**config.mk**
```make
export PLATFORM = sky130hd
export DESIGN_NAME = cvs_cell
export DESIGN_NICKNAME = d
export VERILOG_FILES = /design/src/cvs_pkg.sv /design/src/cvs_cell.sv
export SDC_FILE = /design/constraint.sdc
export NUM_CORES = 1
export LEC_CHECK = 0
export BUFFER_PORTS_ARGS = -buffer_cell sky130_fd_sc_hd__buf_2
export CORE_MARGIN = 4
export CORE_UTILIZATION = 40
export CTS_CLUSTER_SIZE = 14
export DETAILED_ROUTE_END_ITERATION = 12
export GPL_ROUTABILITY_DRIVEN = 1
export GPL_TIMING_DRIVEN = 0
export PLACE_DENSITY = 0.78
export SLEW_MARGIN = 20
export SYNTH_ARGS = -nofsm -noshare
export SYNTH_HDL_FRONTEND = slang
export SYNTH_SLANG_ARGS = --single-unit
```
**constraint.sdc**
```tcl
create_clock -name clock -period 9.3 [get_ports clock]
set_input_delay 1.395 -clock clock [delete_from_list [all_inputs] [get_ports clock]]
set_output_delay 1.395 -clock clock [all_outputs]
set_load 0.01 [all_outputs]
```
**src/cvs_pkg.sv**
```systemverilog
// Package for the compacting vector store: request, status and cell command codes,
// fixed port widths and parameter defaults. No dependencies.
package cvs_pkg;

   localparam int DEPTH_DEFAULT      = 256;
   localparam int DATA_WIDTH_DEFAULT = 32;

   localparam int REQ_W    = 3;
   localparam int POS_W    = 8;
   localparam int DIO_W    = 32;
   localparam int STATUS_W = 2;
   localparam int FILL_W   = 9;

   typedef enum logic [REQ_W-1:0] {
      REQ_PUSH         = 3'd0,
      REQ_LOOKUP       = 3'd1,
      REQ_MUTATE       = 3'd2,
      REQ_REMOVE       = 3'd3,
      REQ_REMOVE_VALUE = 3'd4
   } cvs_req_type;

   typedef enum logic [STATUS_W-1:0] {
      ST_OK    = 2'd0,
      ST_RANGE = 2'd1,
      ST_FULL  = 2'd2
   } cvs_status_type;

   // Command broadcast to every cell of the chain.
   typedef enum logic [1:0] {
      CELL_HOLD   = 2'd0,
      CELL_WRITE  = 2'd1,
      CELL_SHIFT  = 2'd2,
      CELL_ROTATE = 2'd3
   } cvs_cell_op_type;

   typedef enum logic [1:0] {
      FSM_IDLE  = 2'b01,
      FSM_SWEEP = 2'b10
   } cvs_state_type;

endpackage

```
**src/cvs_cell.sv**
```systemverilog
// One storage cell of the element chain. It holds one word and loads either the
// broadcast word or the word of its upper neighbor. Depends on cvs_pkg.
module cvs_cell
   import cvs_pkg::*;
#(
   parameter int DATA_WIDTH = DATA_WIDTH_DEFAULT,
   parameter int IDX_WIDTH  = 8,
   parameter int INDEX      = 0
) (
   input  logic                  clock,
   input  cvs_cell_op_type       cell_op,
   input  logic [IDX_WIDTH-1:0]  target_idx,
   input  logic [DATA_WIDTH-1:0] bcast_data,
   input  logic [DATA_WIDTH-1:0] next_data,
   output logic [DATA_WIDTH-1:0] cell_data
);

   localparam logic [IDX_WIDTH-1:0] MyIdx = IDX_WIDTH'(INDEX);

   logic [DATA_WIDTH-1:0] data_ff;
   logic [DATA_WIDTH-1:0] data_in;

   always_comb begin
      data_in = data_ff;
      case (cell_op)
         CELL_HOLD: begin
            data_in = data_ff;
         end
         CELL_WRITE: begin
            if (MyIdx == target_idx) begin
               data_in = bcast_data;
            end
         end
         CELL_SHIFT: begin
            // Every cell at or above the target takes its neighbor's word.
            if (MyIdx >= target_idx) begin
               data_in = next_data;
            end
         end
         CELL_ROTATE: begin
            if (MyIdx == target_idx) begin
               data_in = bcast_data;
            end else begin
               data_in = next_data;
            end
         end
         default: begin
            data_in = data_ff;
         end
      endcase
   end

   always_ff @(posedge clock) begin
      data_ff <= data_in;
   end

   assign cell_data = data_ff;

endmodule

```
# After elaboration in Yosys (flattened, before gate mapping)
# Index checks and enable logic that the tools add are counted.
# totals
regBits	32
input_bits	75
out_inout_bits	32
elab_cells	15
# op_classes
order_cmp	1
n_eq_ne	5
n_mux	4
bitwise_logic	1
reduce_logical	3
# op_table
operator	n
2-to-1 mux 32 bit	3
one-hot mux 32 bit (3 select lines)	1
greater-or-equal comparator 1 x 8 -> 1 bit, first input constant	1
logical NOT 8 bit	1
== test 2 bit, second input constant	2
!= test 2 bit, second input constant	2
AND reduction 3 bit	1
== test 2 x 1 -> 1 bit, second input constant	1
logical NOT 2 bit	1
NOT 1 bit	1

# Longest topological paths before layout
# depth
depth_word	3
ltp_mapped	4
mapped_depth_nobuf	3

# Worst setup path before layout
# OpenSTA, ideal clock, no wires.
# synth_path
path_kind	input port to flip-flop
startpoint	in target_idx[0]
endpoint	reg data_ff[0], in the netlist cell_data[0], enable pin
setup_time_ps	466
arrival_ps	4159
required_time_ps	8834
setup_slack_ps	4676
path_stages	3
n_path_buf	0
cell_sequence	nor4_2 a21oi_1 o21ai_0
# synth_via
elab_chain_cells	3
elab_cells_between_ends	5
cone_classes	order compare: 1; eq/ne: 2; reduce/logical: 2
# synth_rtl
item	line	text
from (decl)	cvs_cell.sv:12	input logic [IDX_WIDTH-1:0] target_idx,
greater-or-equal comparator 1 x 8 -> 1 bit / logical NOT 8 bit (equally long branches)	cvs_cell.sv:36, cvs_cell.sv:30	
!= test 2 bit (no line)	n/a	
AND reduction 3 bit (no line) (*)	n/a	
to (signal assigned)	cvs_cell.sv:54	data_ff <= data_in;
to (decl)	cvs_cell.sv:20	logic [DATA_WIDTH-1:0] data_ff;
# Mark *: on every way between the ends. The rest lies on a longest branch, timed or not.
# A chain may end at the register's enable or synchronous reset.

# Worst setup path after layout
# layout_path
startpoint	in target_idx[0]
endpoint	reg data_ff[11], in the netlist cell_data[11], enable pin
# The elaborated chain is that of the path after synthesis.

==> metrics.txt <==
Worst-path clk slew=60 ps; non-filler instance count after layout=237; TNS Setup=0 ps; clk root buf=clkbuf_8; Max VDD drop=0.0001140 V; worst-margin pin slew=556.5 ps; H-tree Lvls=2; crit path launch type=input port; status=complete, no violations; Worst Setup End Kind=flip-flop; worst endpoint data arrival time=2750 ps; Period Utilization, post-route=0.2978; Crit path largest cell delay=480 ps; family with the most delay on the worst path=compound AO/OA/AOI/OAI gates; Layout area overhead=46.55%; average footprint of a synthesized cell=20.59 um^2; setup bufs post-CTS=0; total global-route track usage=0.1364; fmax=361.1 MHz; Die Span X=69.73 um; post-synthesis sequential area ratio=0.6305; fin nets=263; DRC viols=0; Yosys cell types=10; gp weighted congestion=0.7315; wire length per cell=14.30 um; initial core utilization=0.4163; CTS tree=built; dpl hpwl=2.819 mm; DR vias=1071; Ports=107; fin. max-slew vios=0; max cap viols=0; worst-path cell chain=buf_2, nor4_2, a21oi_1, o21ai_4, buf_16; synthesized area=1524 um^2; DIE AREA=4862 um^2; synth warn=0; Placed Cells=229; number of synthesized register bits=32; cell at the slowest stage of the critical path=o21ai_4; final worst path period need=2770 ps; final wirelength=3.390 mm; # diodes=0; initial antenna violation count=0; CTS buffer count=5; WP data required=9280 ps; CTS Sinks=32; vias per cell=4.519; max reg flops=32; crit-path max FO=18; # setup viols final=0; grt ovf=0; antenna-violating nets left=0; largest net degree at the start of global routing=19; port buffer count=106; 1st-iter DRT viols=23; area of the core=3661 um^2; drt pass-1 iters=4; LEAKAGE=1.057 nW; post-route core utilization=0.6100; Clock Tree Buf Depth=2; Worst Hold Class=in2reg; first-pass GRT wire length=5.085 mm; Final Hold Violating Endpoints=0; relative slew slack=0.6276; RSZ-0062 raised after global routing=false; syn_nets=149; critical path class=in2reg; share of cells above drive strength 1=0.7989; row cnt=22; PwrDens=149.0 nW/um^2; Mapped Cells=74; CTS Hold Buffers Added=0; Die Y=69.73 um; CP Buf/Inv Count=2; # resized after CTS=0; vias in the first global route=1160
-- stage by stage --
step,hold WS (ps),cell area (um^2),power (mW),setup slack [ps]
2_1_floorplan,1612,1524,0.2092,4676
5_1_grt,1401,2233,0.3498,6441
6_report,1420,2233,0.3327,6530
4_1_cts,1411,2233,0.3376,6529
3_5_place_dp,1699,2153,0.2399,6222
3_3_place_gp,1695,2115,0.2359,3831
-- Yosys cell counts --
| master | count | area (um^2) |
|---|---|---|
| a21oi_1 | 1 | 5.000 |
| a31oi_2 | 1 | 12.51 |
| buf_6 | 3 | 33.78 |
| edfxtp_1 | 32 | 960.9 |
| inv_1 | 1 | 3.750 |
| mux2_2 | 2 | 22.52 |
| mux2_4 | 30 | 450.4 |
| nand3_1 | 1 | 5.000 |
| nor4_2 | 2 | 25.02 |
| o21ai_0 | 1 | 5.000 |
-- per-layer routing --
metal / global-route usage / up-vias / share of wire
met4: 0.03830 / 0 / 0.012
met1: 0.1236 / 483 / 0.33
met5: 0 / - / 0
met3: 0.07681 / 5 / 0.12
li1: - / 519 / -
met2: 0.2564 / 64 / 0.54
-- cell type report --
class / instances / area [um^2]
Fill cell: 284 / 1428
Clock inverter: 1 / 3.754
Buffer: 3 / 33.78
Clock buffer: 7 / 76.32
Sequential cell: 32 / 960.9
Tap cell: 48 / 60.06
Multi-Input combinational cell: 38 / 536.8
Inverter: 1 / 3.754
Timing Repair Buffer: 107 / 558.0
-- cells in the final DEF (no fill, tap or decap), types with 2 or more instances in the layout --
cell type,instances
buf_2,106
edfxtp_1,32
mux2_4,30
clkbuf_8,5
buf_6,3
nor4_2,2
mux2_2,2
clkbuf_1,2
-- final timing paths --
check	startpoint	end	slack [ps]	cells past startpoint
worst min-delay path	bcast_data[7]	cell_data[7]$_DFFE_PP_	1420	2
worst max-delay path	target_idx[0]	cell_data[11]$_DFFE_PP_	6530	5
-- kinds of logic (layout without fill, tap and decap cells) --
group,count (synthesis),count (layout),synth area share
muxes,32,32,0.3103
DFF,32,32,0.6305
buffers and inverters,4,119,0.02463
AOI/OAI and AO/OA,3,3,0.01477
and+or+nand+nor,3,3,0.01970
-- power by group --
part	switching, mW	internal, mW
Sequential	0.00238	0.172
Clock	0.0450	0.0520
Combinational	0.0248	0.0365
Total	0.0721	0.261
(Power assumes the default switching activity.)
